**config.mk**
```make
export PLATFORM = sky130hd
export DESIGN_NAME = bresenham_line_stepper
export DESIGN_NICKNAME = d
export VERILOG_FILES = /design/src/rtl/core/bls_pkg.sv /design/src/rtl/core/bresenham_line_stepper.sv /design/src/rtl/core/bls_ctrl.sv /design/src/rtl/core/bls_datapath.sv
export VERILOG_INCLUDE_DIRS = /design/src /design/src/rtl/core
export SDC_FILE = /design/constraint.sdc
export NUM_CORES = 1
export LEC_CHECK = 0
export BUFFER_PORTS_ARGS = -buffer_cell sky130_fd_sc_hd__buf_2
export CAP_MARGIN = 20
export CORE_MARGIN = 2
export CORE_UTILIZATION = 33
export CTS_BUF_LIST = sky130_fd_sc_hd__clkbuf_8 sky130_fd_sc_hd__clkbuf_16
export DETAILED_ROUTE_END_ITERATION = 6
export PLACE_DENSITY = 0.52
export SYNTH_ARGS = -nofsm -noshare
export SYNTH_HDL_FRONTEND = slang
export SYNTH_HIERARCHICAL = 1
export SYNTH_SLANG_ARGS = --single-unit
export TNS_END_PERCENT = 30
```
**constraint.sdc**
```tcl
create_clock -name clk -period 11.3 [get_ports clk]
set_clock_uncertainty 0.15 [all_clocks]
set_input_delay 2.26 -clock clk [delete_from_list [all_inputs] [get_ports clk]]
set_output_delay 2.26 -clock clk [all_outputs]
set_load 0.02 [all_outputs]
```
**src/rtl/core/bresenham_line_stepper_defines.svh**
```systemverilog
// ----------------------------------------------------------------------------
// bresenham line stepper assertion macros
// shared property templates for the concurrent checks in the top level
// ----------------------------------------------------------------------------
`ifndef BRESENHAM_LINE_STEPPER_DEFINES_SVH
`define BRESENHAM_LINE_STEPPER_DEFINES_SVH

// same-cycle implication under reset
`define BLS_ASSERT_NOW(label, ante, cons, msg) \
    label: assert property (@(posedge clk) disable iff (!rst_n) (ante) |-> (cons)) \
        else $error(msg);

// next-cycle implication under reset
`define BLS_ASSERT_NEXT(label, ante, cons, msg) \
    label: assert property (@(posedge clk) disable iff (!rst_n) (ante) |=> (cons)) \
        else $error(msg);

`endif

```
**src/rtl/core/bls_pkg.sv**
```systemverilog
// ----------------------------------------------------------------------------
// bls_pkg
// widths, octant codes and controller/datapath interface types
// ----------------------------------------------------------------------------
`default_nettype none

package bls_pkg;

    localparam int COORD_BITS = 12;
    localparam int COLOR_BITS = 24;
    localparam int ERR_BITS   = COORD_BITS + 3;
    localparam int EXT_BITS   = ERR_BITS - COORD_BITS;
    localparam int MODE_BITS  = 3;

    localparam logic [MODE_BITS-1:0] MODE_VERT        = 3'd0;
    localparam logic [MODE_BITS-1:0] MODE_SHALLOW_UP   = 3'd1;
    localparam logic [MODE_BITS-1:0] MODE_STEEP_UP     = 3'd2;
    localparam logic [MODE_BITS-1:0] MODE_SHALLOW_DOWN = 3'd3;
    localparam logic [MODE_BITS-1:0] MODE_STEEP_DOWN   = 3'd4;

    localparam logic [COORD_BITS-1:0]      COORD_ONE = COORD_BITS'(1);
    localparam logic signed [ERR_BITS-1:0] ERR_ZERO  = '0;

    localparam logic ACTION_LOAD = 1'b0;
    localparam logic ACTION_STEP = 1'b1;

    typedef struct packed {
        logic load;
        logic setup;
        logic emit;
    } bls_cmd_t;

    typedef struct packed {
        logic last;
    } bls_stat_t;

endpackage

`default_nettype wire

```
**src/rtl/core/bresenham_line_stepper.sv**
```systemverilog
// ----------------------------------------------------------------------------
// bresenham_line_stepper
// A load request (action 0) takes two endpoints and a color. The load cycle
// orders the endpoints so x rises; the setup state then classifies the line
// and sets up the error term, during which the input is stalled. After that
// every step request (action 1) yields one pixel per clock while the output
// is not stalled, set by the single add and compare on the error term in the
// datapath; the pixel sits in an output register, so the next step is taken
// in the same cycle the previous pixel is drained. The final pixel carries
// last_pixel and returns the block to idle; a step while idle is consumed
// without a result, and a load while a line is running abandons it.
// ----------------------------------------------------------------------------
`default_nettype none

`include "bresenham_line_stepper_defines.svh"

module bresenham_line_stepper
    import bls_pkg::*;
(
    input  wire logic                         clk,
    input  wire logic                         rst_n,
    input  wire logic                         in_valid,
    output logic                              in_stall,
    input  wire logic                         action,
    input  wire logic signed [COORD_BITS-1:0] first_x,
    input  wire logic signed [COORD_BITS-1:0] first_y,
    input  wire logic signed [COORD_BITS-1:0] second_x,
    input  wire logic signed [COORD_BITS-1:0] second_y,
    input  wire logic [COLOR_BITS-1:0]        line_color,
    output logic                              out_valid,
    input  wire logic                         out_stall,
    output logic signed [COORD_BITS-1:0]      pixel_x,
    output logic signed [COORD_BITS-1:0]      pixel_y,
    output logic [COLOR_BITS-1:0]             pixel_color,
    output logic                              last_pixel
);

    bls_cmd_t  cmd;
    bls_stat_t stat;
    logic      busy;

    bls_ctrl u_ctrl (
        .clk       (clk),
        .rst_n     (rst_n),
        .in_valid  (in_valid),
        .in_stall  (in_stall),
        .action    (action),
        .out_valid (out_valid),
        .out_stall (out_stall),
        .stat      (stat),
        .cmd       (cmd),
        .busy      (busy)
    );

    bls_datapath u_datapath (
        .clk         (clk),
        .cmd         (cmd),
        .stat        (stat),
        .first_x     (first_x),
        .first_y     (first_y),
        .second_x    (second_x),
        .second_y    (second_y),
        .line_color  (line_color),
        .pixel_x     (pixel_x),
        .pixel_y     (pixel_y),
        .pixel_color (pixel_color),
        .last_pixel  (last_pixel)
    );

    `BLS_ASSERT_NEXT(a_emit_shows_pixel, cmd.emit, out_valid, "emitted pixel not presented")
    `BLS_ASSERT_NEXT(a_load_stalls_setup, cmd.load, in_stall && busy, "no setup cycle after load")
    `BLS_ASSERT_NEXT(a_last_goes_idle, cmd.emit && stat.last, !busy, "still busy after last pixel")
    `BLS_ASSERT_NOW(a_emit_only_busy, cmd.emit, busy, "pixel emitted while idle")

endmodule

`default_nettype wire

```
**src/rtl/core/bls_ctrl.sv**
```systemverilog
// ----------------------------------------------------------------------------
// bls_ctrl
// line state machine, input stall and output valid register
// ----------------------------------------------------------------------------
`default_nettype none

module bls_ctrl
    import bls_pkg::*;
(
    input  wire logic      clk,
    input  wire logic      rst_n,
    input  wire logic      in_valid,
    output logic           in_stall,
    input  wire logic      action,
    output logic           out_valid,
    input  wire logic      out_stall,
    input  wire bls_stat_t stat,
    output bls_cmd_t       cmd,
    output logic           busy
);

    localparam logic [1:0] ST_IDLE  = 2'd0;
    localparam logic [1:0] ST_SETUP = 2'd1;
    localparam logic [1:0] ST_RUN   = 2'd2;

    logic [1:0] state_reg;
    logic [1:0] state_next;
    logic       out_valid_reg;
    logic       out_valid_next;
    logic       accept;

    assign in_stall = (state_reg == ST_SETUP) || (out_valid_reg && out_stall);
    assign accept   = in_valid && !in_stall;

    assign cmd.load  = accept && (action == ACTION_LOAD);
    assign cmd.setup = (state_reg == ST_SETUP);
    assign cmd.emit  = accept && (action == ACTION_STEP) && (state_reg == ST_RUN);

    assign busy      = (state_reg != ST_IDLE);
    assign out_valid = out_valid_reg;

    always_comb
    begin
        state_next = state_reg;
        unique case (state_reg)
            ST_IDLE:
            begin
                if (cmd.load)
                begin
                    state_next = ST_SETUP;
                end
            end
            ST_SETUP:
            begin
                state_next = ST_RUN;
            end
            ST_RUN:
            begin
                if (cmd.load)
                begin
                    state_next = ST_SETUP;
                end
                else if (cmd.emit && stat.last)
                begin
                    state_next = ST_IDLE;
                end
            end
            default:
            begin
                state_next = ST_IDLE;
            end
        endcase
    end

    always_comb
    begin
        out_valid_next = cmd.emit || (out_valid_reg && out_stall);
    end

    always_ff @(posedge clk or negedge rst_n)
    begin
        if (!rst_n)
        begin
            state_reg     <= ST_IDLE;
            out_valid_reg <= 1'b0;
        end
        else
        begin
            state_reg     <= state_next;
            out_valid_reg <= out_valid_next;
        end
    end

endmodule

`default_nettype wire

```
**src/rtl/core/bls_datapath.sv**
```systemverilog
// ----------------------------------------------------------------------------
// bls_datapath
// endpoint ordering, error term setup, pixel stepping and output register
// ----------------------------------------------------------------------------
`default_nettype none

module bls_datapath
    import bls_pkg::*;
(
    input  wire logic                         clk,
    input  wire bls_cmd_t                     cmd,
    output bls_stat_t                         stat,
    input  wire logic signed [COORD_BITS-1:0] first_x,
    input  wire logic signed [COORD_BITS-1:0] first_y,
    input  wire logic signed [COORD_BITS-1:0] second_x,
    input  wire logic signed [COORD_BITS-1:0] second_y,
    input  wire logic [COLOR_BITS-1:0]        line_color,
    output logic signed [COORD_BITS-1:0]      pixel_x,
    output logic signed [COORD_BITS-1:0]      pixel_y,
    output logic [COLOR_BITS-1:0]             pixel_color,
    output logic                              last_pixel
);

    logic signed [COORD_BITS-1:0] cur_x_reg,   cur_x_next;
    logic signed [COORD_BITS-1:0] cur_y_reg,   cur_y_next;
    logic signed [COORD_BITS-1:0] end_x_reg,   end_x_next;
    logic signed [COORD_BITS-1:0] end_y_reg,   end_y_next;
    logic                         vert_reg,    vert_next;
    logic signed [COORD_BITS-1:0] stop_reg,    stop_next;
    logic [MODE_BITS-1:0]         mode_reg,    mode_next;
    logic signed [ERR_BITS-1:0]   err_reg,     err_next;
    logic signed [ERR_BITS-1:0]   sinc_reg,    sinc_next;
    logic signed [ERR_BITS-1:0]   dinc_reg,    dinc_next;
    logic [COLOR_BITS-1:0]        color_reg,   color_next;

    logic signed [COORD_BITS-1:0] px_reg;
    logic signed [COORD_BITS-1:0] py_reg;
    logic [COLOR_BITS-1:0]        pc_reg;
    logic                         pl_reg;

    logic signed [ERR_BITS-1:0]   dx_w;
    logic signed [ERR_BITS-1:0]   dy_w;
    logic signed [ERR_BITS-1:0]   ady_w;
    logic signed [ERR_BITS-1:0]   major_w;
    logic signed [ERR_BITS-1:0]   minor_w;
    logic                         shallow_w;
    logic                         rising_w;
    logic                         diag_w;

    // setup arithmetic on the ordered endpoints
    always_comb
    begin
        dx_w      = {{EXT_BITS{end_x_reg[COORD_BITS-1]}}, end_x_reg}
                  - {{EXT_BITS{cur_x_reg[COORD_BITS-1]}}, cur_x_reg};
        dy_w      = {{EXT_BITS{end_y_reg[COORD_BITS-1]}}, end_y_reg}
                  - {{EXT_BITS{cur_y_reg[COORD_BITS-1]}}, cur_y_reg};
        ady_w     = dy_w[ERR_BITS-1] ? -dy_w : dy_w;
        shallow_w = (ady_w < dx_w);
        rising_w  = shallow_w ? !dy_w[ERR_BITS-1] : (dy_w > ERR_ZERO);
        minor_w   = shallow_w ? ady_w : dx_w;
        major_w   = shallow_w ? dx_w : ady_w;
    end

    assign diag_w    = (err_reg > ERR_ZERO);
    assign stat.last = ((mode_reg == MODE_SHALLOW_UP) || (mode_reg == MODE_SHALLOW_DOWN))
                     ? (cur_x_reg == stop_reg) : (cur_y_reg == stop_reg);

    always_comb
    begin
        cur_x_next = cur_x_reg;
        cur_y_next = cur_y_reg;
        end_x_next = end_x_reg;
        end_y_next = end_y_reg;
        vert_next  = vert_reg;
        stop_next  = stop_reg;
        mode_next  = mode_reg;
        err_next   = err_reg;
        sinc_next  = sinc_reg;
        dinc_next  = dinc_reg;
        color_next = color_reg;

        if (cmd.load)
        begin
            color_next = line_color;
            if (first_x == second_x)
            begin
                vert_next  = 1'b1;
                cur_x_next = first_x;
                end_x_next = first_x;
                cur_y_next = (first_y < second_y) ? first_y : second_y;
                end_y_next = (first_y > second_y) ? first_y : second_y;
            end
            else if (first_x < second_x)
            begin
                vert_next  = 1'b0;
                cur_x_next = first_x;
                cur_y_next = first_y;
                end_x_next = second_x;
                end_y_next = second_y;
            end
            else
            begin
                vert_next  = 1'b0;
                cur_x_next = second_x;
                cur_y_next = second_y;
                end_x_next = first_x;
                end_y_next = first_y;
            end
        end
        else if (cmd.setup)
        begin
            if (vert_reg)
            begin
                mode_next = MODE_VERT;
                stop_next = end_y_reg;
                err_next  = ERR_ZERO;
                sinc_next = ERR_ZERO;
                dinc_next = ERR_ZERO;
            end
            else
            begin
                if (shallow_w)
                begin
                    mode_next = rising_w ? MODE_SHALLOW_UP : MODE_SHALLOW_DOWN;
                    stop_next = end_x_reg;
                end
                else
                begin
                    mode_next = rising_w ? MODE_STEEP_UP : MODE_STEEP_DOWN;
                    stop_next = end_y_reg;
                end
                err_next  = (minor_w <<< 1) - major_w;
                sinc_next = minor_w <<< 1;
                dinc_next = (minor_w - major_w) <<< 1;
            end
        end
        else if (cmd.emit && !stat.last)
        begin
            err_next = err_reg + (diag_w ? dinc_reg : sinc_reg);
            unique case (mode_reg)
                MODE_SHALLOW_UP:
                begin
                    cur_x_next = cur_x_reg + COORD_ONE;
                    if (diag_w)
                    begin
                        cur_y_next = cur_y_reg + COORD_ONE;
                    end
                end
                MODE_STEEP_UP:
                begin
                    cur_y_next = cur_y_reg + COORD_ONE;
                    if (diag_w)
                    begin
                        cur_x_next = cur_x_reg + COORD_ONE;
                    end
                end
                MODE_SHALLOW_DOWN:
                begin
                    cur_x_next = cur_x_reg + COORD_ONE;
                    if (diag_w)
                    begin
                        cur_y_next = cur_y_reg - COORD_ONE;
                    end
                end
                MODE_STEEP_DOWN:
                begin
                    cur_y_next = cur_y_reg - COORD_ONE;
                    if (diag_w)
                    begin
                        cur_x_next = cur_x_reg + COORD_ONE;
                    end
                end
                default:
                begin
                    cur_y_next = cur_y_reg + COORD_ONE;
                end
            endcase
        end
    end

    always_ff @(posedge clk)
    begin
        cur_x_reg <= cur_x_next;
        cur_y_reg <= cur_y_next;
        end_x_reg <= end_x_next;
        end_y_reg <= end_y_next;
        vert_reg  <= vert_next;
        stop_reg  <= stop_next;
        mode_reg  <= mode_next;
        err_reg   <= err_next;
        sinc_reg  <= sinc_next;
        dinc_reg  <= dinc_next;
        color_reg <= color_next;
    end

    // output register
    always_ff @(posedge clk)
    begin
        if (cmd.emit)
        begin
            px_reg <= cur_x_reg;
            py_reg <= cur_y_reg;
            pc_reg <= color_reg;
            pl_reg <= stat.last;
        end
    end

    assign pixel_x     = px_reg;
    assign pixel_y     = py_reg;
    assign pixel_color = pc_reg;
    assign last_pixel  = pl_reg;

endmodule

`default_nettype wire
```
==> qor.yml, run 1 <==
grt_antenna_before_repair: 0
setup_viol: 0
fp.coreArea_um2: 39700
nets: 1626
crit_fanout: 17
top_level_ports: 128
start_kind: "flip-flop"
ctsResizeCount: 0
diodes: 0
cp.arrival_ns: 8.65
hold_start: "u_datapath/color_reg[11]"
rsz0062_at_grt: "false"
syn_to_final_growth_pct: 14.2
drive_gt1_share_pct: 17.8
power_leakage_nw: 6.10
cts_root_buffer: "clkbuf_16"
register_area_um2: 5480
ir_drop_v: 0.000143
start_util_pct: 33.5
die_w_um: 205
clk_latency_ns: 0.45
finalWeightedCongestion: 0.893
synth_area_um2: 13300
gr-max-usage-layer: "met2"
hold_buffers: 0
utilization_pct: 38.3
holdWs_ns: 0.270
met1_usage_pct: 24.3
crit_path_top_delay_cell: "a221oi_2"
fin_cells: 1985
final.min_clock_period_ns: 8.63
hpwl_mm: 28.1
hold_path.class: "reg2reg"
h-tree-depth: 4
clock-sinks: 183
power.density_nw_per_um2: 285
grt.overflow.total: 0
die_area_um2: 41900
drtIter0Drc: 735
cts_setup_buffers: 0
path_clk_slew_ns: 0.07
grt_pass1_wl_mm: 56.8
grt.total_usage_pct: 17.7
vias_per_cell: 5.24
final_max_slew_viol_count: 0
worst-setup-path-type: "reg2reg"
maxCapViolations: 0
yosysWarnings: 6
fmax_mhz: 116
fin_tns_setup_ns: 0
path_buf_inv: 2
fin_crit_sh_pct: 76.4
drc: 0
grt_max_degree: 53
multiInputGateArea_um2: 7330
final_antenna_net_count: 0
syn_area_per_cell_um2: 10.0
relSlewSlack_pct: 31.2
cp-startpoint: "u_datapath/cur_y_reg[0]"
synth_cells: 1331
run_status: "finished clean"
wirelength_mm: 36.0
fillers: 3988
grtUsageMet3_pct: 2.15
numCtsBuffers: 17
use_met2_pct: 28.9
cts_tree: "yes"
endpoint_kind: "flip-flop"
dr.pass1.iters: 5
wl_per_cell_um: 18.1
dieHeight_um: 205
crit_required_ns: 11.32
critical_path.max_stage_delay_ns: 0.83
grt_pass1_vias: 10200
reg2reg_from: "u_datapath/cur_y_reg[0]"
dp_cells: 1955
io_buffer_count: 127
dr_total_vias: 10400
worst_slew_pin_slew_ns: 1.03
clockBufferDepth: 2
hold_viol_final: 0
crit_family: "compound AO/OA/AOI/OAI gates"
rows: 73
[layout make-up]
| type | instances | share of cell area [%] |
|---|---|---|
| multi-input cells | 1009 | 48.2 |
| inverters | 95 | 2.35 |
| repair buffers | 143 | 4.97 |
| flip-flops and latches | 183 | 36.0 |
| clock inverters | 13 | 1.32 |
| well taps | 525 | 4.32 |
| clock buffers | 17 | 2.80 |
[per-stage QoR]
stage | setup WS (ns) | area, um^2 | power, mW
2_1_floorplan | 3.40 | 13300 | 3.04
3_3_place_gp | 3.10 | 14600 | 3.65
3_5_place_dp | 2.74 | 14600 | 3.67
4_1_cts | 2.76 | 15200 | 4.33
5_1_grt | 2.02 | 15200 | 4.68
6_report | 2.67 | 15200 | 4.34
[placed cells by master (no fill, tap or decap), types with 20 or more instances in the layout]
cell type,count
xnor2_1,78
o21ai_0,54
a21oi_1,103
ha_1,95
mux2i_1,26
mux2_2,28
nand2_1,117
inv_1,92
nor3_1,25
edfxtp_1,180
buf_2,127
nand3_1,20
a21o_1,21
nand2b_1,22
nor2_1,110
[worst register-to-register path: cells and delay by family, from the launching register on]
family	cells	cell delay, ns
DFF	1	0.51
buffers and inverters	2	0.28
xor gates and xnor gates	1	0.16
AOI/OAI and AO/OA	14	4.87
adders and majority gates	4	1.67
and+or+nand+nor	4	0.73
[where the power goes]
part           total, mW  internal [mW]  switching (mW)
Combinational       2.75           1.09            1.66
Sequential         0.947          0.900          0.0468
Clock              0.640          0.371           0.269
Total               4.34           2.36            1.97
[path summary, 6_finish.rpt]
| kind | slack [ns] | end | depth (start not counted) |
|---|---|---|---|
| max | 2.67 | u_datapath/err_reg[12] | 25 |
| min | 0.27 | u_datapath/pixel_color[11] | 0 |
| max reg2reg | 2.67 | u_datapath/err_reg[12] | 25 |
| min reg2reg | 0.27 | u_datapath/pixel_color[11] | 0 |
| max in group asynchronous | 9.44 | u_ctrl/out_valid | 1 |
| min in group asynchronous | 1.45 | u_ctrl/state_reg[1] | 1 |
[routing by layer]
| metal | up-vias | share of wire [%] |
|---|---|---|
| met5 | - | 0 |
| met4 | 0 | 1.9 |
| met3 | 31 | 3.0 |
| met2 | 241 | 47 |
| met1 | 5003 | 48 |
| li1 | 5135 | - |
Note: power is estimated with default switching activity, not from simulation.
==> inputs of run 2 (changes only) <==
--- a/config.mk
+++ b/config.mk
@@ -6,6 +6,7 @@
 export SDC_FILE = /design/constraint.sdc
 export NUM_CORES = 1
 export LEC_CHECK = 0
+export ABC_AREA = 1
 export BUFFER_PORTS_ARGS = -buffer_cell sky130_fd_sc_hd__buf_2
 export CAP_MARGIN = 20
 export CORE_MARGIN = 2
==> constraint.sdc (replaced) <==
create_clock -name clk -period 8.8 [get_ports clk]
set_clock_uncertainty 0.15 [all_clocks]
set_input_delay 1.76 -clock clk [delete_from_list [all_inputs] [get_ports clk]]
set_output_delay 1.76 -clock clk [all_outputs]
set_load 0.02 [all_outputs]
==> qor.yml, run 2 <==
yosysTopAreaCell: "edfxtp_1"
rrSetupSlack_ns: 2.85
h-tree-depth: 4
yosysWarnings: 6
endpoint_kind: "flip-flop"
drive_gt1_share_pct: 15.0
fp.coreArea_um2: 38700
p_total_mw: 5.56
worst_slew_pin_slew_ns: 0.800
syn_to_final_growth_pct: 14.0
wl_per_cell_um: 15.8
crit_required_ns: 8.85
final.min_clock_period_ns: 5.95
nets: 1932
clock-sinks: 183
rsz0062_at_grt: "false"
power_leakage_nw: 6.90
synth_area_um2: 13000
final_max_slew_viol_count: 0
crit_fanout: 41
hold_buffers: 0
fmax_mhz: 168
rr_worst_depth: 33
setup_viol: 0
register_area_um2: 5480
fillers: 3991
setup.worst_path.end: "u_datapath/err_reg[12]"
synth_common_cells: "446 x nand2_1, 222 x inv_1, 180 x edfxtp_1, 109 x nor2_1, 108 x o21ai_0"
vias_per_cell: 4.82
grt.total_usage_pct: 18.0
grt_antenna_before_repair: 0
grt_pass1_wl_mm: 57.7
numCtsBuffers: 17
relSlewSlack_pct: 46.5
ctsResizeCount: 0
dieHeight_um: 202
cts_tree: "yes"
multiInputGateArea_um2: 6480
diodes: 0
final_common_cell: "nand2_1"
ys_types: 49
power.density_nw_per_um2: 376
ys_seq_elements: 183
hold_path.class: "reg2reg"
io_buffer_count: 127
fin_tns_setup_ns: 0
synth_cells: 1623
run_status: "finished clean"
die_w_um: 202
critical_path.max_stage_delay_ns: 0.54
final_cell_mix: "446 x nand2_1, 221 x inv_1, 180 x edfxtp_1"
cp.arrival_ns: 6.01
cts_root_buffer: "clkbuf_16"
yosysSeqAreaShare_pct: 42.2
syn_area_per_cell_um2: 7.99
synth_edf_count: 180
ir_drop_v: 0.000159
crit_path_frequent_cell: "nand2_1"
rows: 72
clockBufferDepth: 2
path_clk_slew_ns: 0.08
cts_setup_buffers: 0
hpwl_mm: 28.6
synth_top_area_share_pct: 41.7
drc: 0
synth_most_common_cell: "nand2_1"
finalWeightedCongestion: 0.863
ys_top_cells_by_area: "edfxtp_1 42%, nand2_1 13%, ha_1 9.2%"
dr_total_vias: 11000
drtIter0Drc: 701
fin_crit_sh_pct: 67.7
dr.pass1.iters: 5
final_antenna_net_count: 0
grt_max_degree: 51
synth_flop_cell: "edfxtp_1"
wirelength_mm: 36.1
start_util_pct: 33.5
top_level_ports: 128
die_area_um2: 40900
reg2reg_from: "u_datapath/cur_y_reg[0]"
grt_pass1_vias: 10900
r2r_end: "u_datapath/err_reg[12]"
maxCapViolations: 0
cp-startpoint: "u_datapath/cur_y_reg[0]"
hold_viol_final: 0
worst-setup-path-type: "reg2reg"
clk_latency_ns: 0.45
grt.overflow.total: 0
crit_path_top_delay_cell: "fa_1"
async_reset_ff_share_pct: 1.64
start_kind: "flip-flop"
## run 2: changes by cell type in the layout (fill, tap and decap cells not counted), moves of 42 or more
cell / delta
inv_1: +129
nand2_1: +329
nand2_2: +42
nand3_1: +85
o21ai_0: +54
xnor2_1: -66
## run 2: worst min path at each step
stage | start | endpoint | slack, ns | depth (start not counted)
after floorplan | u_datapath/color_reg[0] | u_datapath/pixel_color[0] | 0.25 | 0
after global placement | u_datapath/color_reg[8] | u_datapath/pixel_color[8] | 0.25 | 0
after detailed placement | u_datapath/color_reg[13] | u_datapath/pixel_color[13] | 0.25 | 0
after global routing | u_datapath/color_reg[20] | u_datapath/pixel_color[20] | 0.28 | 0
after CTS | u_datapath/color_reg[13] | u_datapath/pixel_color[13] | 0.27 | 0
final | u_datapath/color_reg[20] | u_datapath/pixel_color[20] | 0.27 | 0
## run 2: area by class of cell
| cell class | instances | area share [%] |
|---|---|---|
| sequential | 183 | 37.0 |
| clock inverter | 15 | 0.956 |
| clock buffer | 17 | 2.88 |
| multi-input combinational | 1179 | 43.8 |
| tap | 518 | 4.38 |
| inverter | 233 | 5.92 |
| timing repair buffer | 141 | 5.01 |
## run 2: cell families after synthesis
| kind of cell | Yosys count | synth area share (%) |
|---|---|---|
| XOR/XNOR | 32 | 2.22 |
| AO/OA/AOI/OAI | 271 | 11.3 |
| flip-flops | 183 | 42.2 |
| buffers and inverters | 262 | 7.90 |
| adder cells (fa/ha/maj) | 100 | 9.93 |
| multiplexers | 7 | 0.598 |
| other | 1 | 0.0289 |
| AND/OR/NAND/NOR | 767 | 25.7 |
## run 2: metal layers
metal	vias up	global-route usage [%]	wire, um
met1	5081	24.6	17500
met3	32	2.81	1330
met4	0	5.34	668
li1	5677	-	-
met2	223	29.5	16500
met5	-	0	0
## run 2: power by group
group          switching (mW)  leakage (nW)  internal (mW)
combinational            2.38          4.92           1.15
clock                   0.374         0.276          0.375
sequential             0.0828          1.70           1.20
## run 2: critical path, delay by kind of cell, from the launching register on
| family | cells | cell delay [ns] |
|---|---|---|
| AOI/OAI and AO/OA | 4 | 0.61 |
| adders and majority gates | 5 | 1.76 |
| buffers and inverters | 3 | 0.51 |
| DFF | 1 | 0.52 |
| and+or+nand+nor | 21 | 2.13 |
## run 2: metrics by stage
step	worst slack, ns	cells	utilization, %	hold slack (ns)	area, um^2
2_1_floorplan	3.18	1624	-	0.250	13000
3_3_place_gp	3.01	2252	36.7	0.250	14200
3_5_place_dp	2.85	2252	36.7	0.255	14200
4_1_cts	2.83	2284	38.1	0.272	14800
5_1_grt	2.14	2286	38.2	0.283	14800
6_report	2.85	2286	38.2	0.271	14800
==> inputs of run 3 (changes only) <==
--- a/config.mk
+++ b/config.mk
@@ -13,7 +13,7 @@
 export CORE_UTILIZATION = 33
 export CTS_BUF_LIST = sky130_fd_sc_hd__clkbuf_8 sky130_fd_sc_hd__clkbuf_16
 export DETAILED_ROUTE_END_ITERATION = 6
-export PLACE_DENSITY = 0.52
+export PLACE_DENSITY = 0.53
 export SYNTH_ARGS = -nofsm -noshare
 export SYNTH_HDL_FRONTEND = slang
 export SYNTH_HIERARCHICAL = 1
==> constraint.sdc (replaced) <==
create_clock -name clk -period 5.4 [get_ports clk]
set_clock_uncertainty 0.15 [all_clocks]
set_input_delay 1.08 -clock clk [delete_from_list [all_inputs] [get_ports clk]]
set_output_delay 1.08 -clock clk [all_outputs]
set_load 0.02 [all_outputs]
==> qor.yml, run 3 (same netlist as run 2, synthesis figures left out) <==
drive_gt1_share_pct: 22.3
start_kind: "flip-flop"
hold_viol_final: 0
routed.top_layer: "met4"
path_clk_slew_ns: 0.08
run_status: "finished clean"
worst-setup-path-type: "reg2reg"
ir_drop_v: 0.000360
h-tree-depth: 4
die_area_um2: 40900
dr_total_vias: 11300
crit_path_top_delay_cell: "fa_2"
diodes: 0
fin_crit_sh_pct: 97.0
cp.arrival_ns: 5.30
met3_length_mm: 1.22
fp.coreArea_um2: 38700
final_antenna_net_count: 0
power.density_nw_per_um2: 657
drtIter0Drc: 616
crit_fanout: 8
critical_path.max_stage_delay_ns: 0.59
grt_antenna_before_repair: 0
dr_wl_met2_mm: 17.3
cts_tree: "yes"
wl_per_cell_um: 15.6
grt_max_degree: 55
p_total_mw: 10.4
dr.pass1.iters: 7
hold_path.class: "in2async"
setup_viol: 0
grt.overflow.total: 0
die_w_um: 202
grt_pass1_wl_mm: 57.8
final.min_clock_period_ns: 5.24
clk_latency_ns: 0.45
vias_per_cell: 4.82
endpoint_kind: "flip-flop"
grt.total_usage_pct: 17.9
top_level_ports: 128
fin_tns_setup_ns: 0
power_leakage_nw: 7.30
nets: 1999
relSlewSlack_pct: 43.3
numCtsBuffers: 17
io_buffer_count: 127
rsz0062_at_grt: "true"
crit_path_frequent_cell: "nand2_2"
cts_root_buffer: "clkbuf_16"
syn_to_final_growth_pct: 21.5
crit_required_ns: 5.46
fmax_mhz: 191
wirelength_met1_mm: 17.7
final_common_cell: "nand2_1"
rows: 72
final_max_slew_viol_count: 0
wirelength_mm: 36.7
maxCapViolations: 0
grt_pass1_vias: 10800
finalWeightedCongestion: 0.927
dieHeight_um: 202
drc: 0
hpwl_mm: 28.8
start_util_pct: 33.5
clock-sinks: 183
worst_slew_pin_slew_ns: 0.848
clockBufferDepth: 2
final_cell_mix: "425 x nand2_1, 216 x inv_1, 180 x edfxtp_1"
## run 3: cell types whose count changed in the layout (fill, tap and decap cells not counted), moves of 9 or more
cell,change
nand3_2,+10
nand2_2,+12
nor2_2,+9
nor2_1,-11
nand3_1,-11
nand2_1,-21
ha_1,-10
buf_4,+64
## run 3: critical path: cells and delay by family (launching register included)
family / cells / cell delay (ns)
compound gates: 3 / 0.36
fa+ha+maj: 5 / 1.59
buf+inv: 5 / 0.32
simple gates: 24 / 2.10
flops: 1 / 0.44
## run 3: area by class of cell
type                    instances  area [um^2]
clock inverters                15          136
inverters                     233          876
clock buffers                  17          425
fillers                      3997        23000
flip-flops and latches        183         5480
well taps                     518          648
multi-input cells            1179         6920
repair buffers                208         1270
## run 3: worst paths after layout
check                                        startpoint                        end  slack (ns)  cells past startpoint
max in group asynchronous                         rst_n        u_ctrl/state_reg[0]        4.72                      1
worst min-delay path                              rst_n           u_ctrl/out_valid        0.27                      1
worst min register to register  u_datapath/color_reg[3]  u_datapath/pixel_color[3]        0.27                      0
worst max-delay path            u_datapath/cur_y_reg[0]     u_datapath/err_reg[12]        0.16                     37
worst max register to register  u_datapath/cur_y_reg[0]     u_datapath/err_reg[12]        0.16                     37
min in group clk                u_datapath/color_reg[3]  u_datapath/pixel_color[3]        0.27                      0
## run 3: stage by stage
stage               cells  hold WS, ns  setup slack (ns)  utilization [%]  instance area [um^2]
global route         2353        0.251            -0.139             40.7                 15800
CTS                  2335        0.245          -0.00307             39.1                 15200
detailed placement   2303        0.255           -0.0193             37.7                 14600
finish               2353        0.268             0.161             40.7                 15800
floorplan            1624        0.250             0.254                -                 13000
global placement     2303        0.250            0.0813             37.7                 14600
## run 3: power by group
| group | leakage (nW) | switching (mW) | total, mW | internal, mW |
|---|---|---|---|---|
| Clock | 0.281 | 0.610 | 1.22 | 0.611 |
| Combinational | 5.32 | 4.45 | 7.09 | 2.64 |
| Sequential | 1.70 | 0.0951 | 2.05 | 1.96 |
| Total | 7.30 | 5.16 | 10.4 | 5.20 |
## run 3: repair_timing
action | in CTS | in global routing
hold buffers | 0 | 0
gates resized for setup | 2 | 111
setup endpoints to repair | 9 | 35
gates cloned | 0 | 0
setup buffers | 0 | 18
pin swaps | 0 | 35
## run 3: metal layers
layer,vias up,track usage (%)
li1,5819,-
met1,5270,24.5
met2,218,29.7
met3,25,2.37
met4,0,4.28
met5,-,0
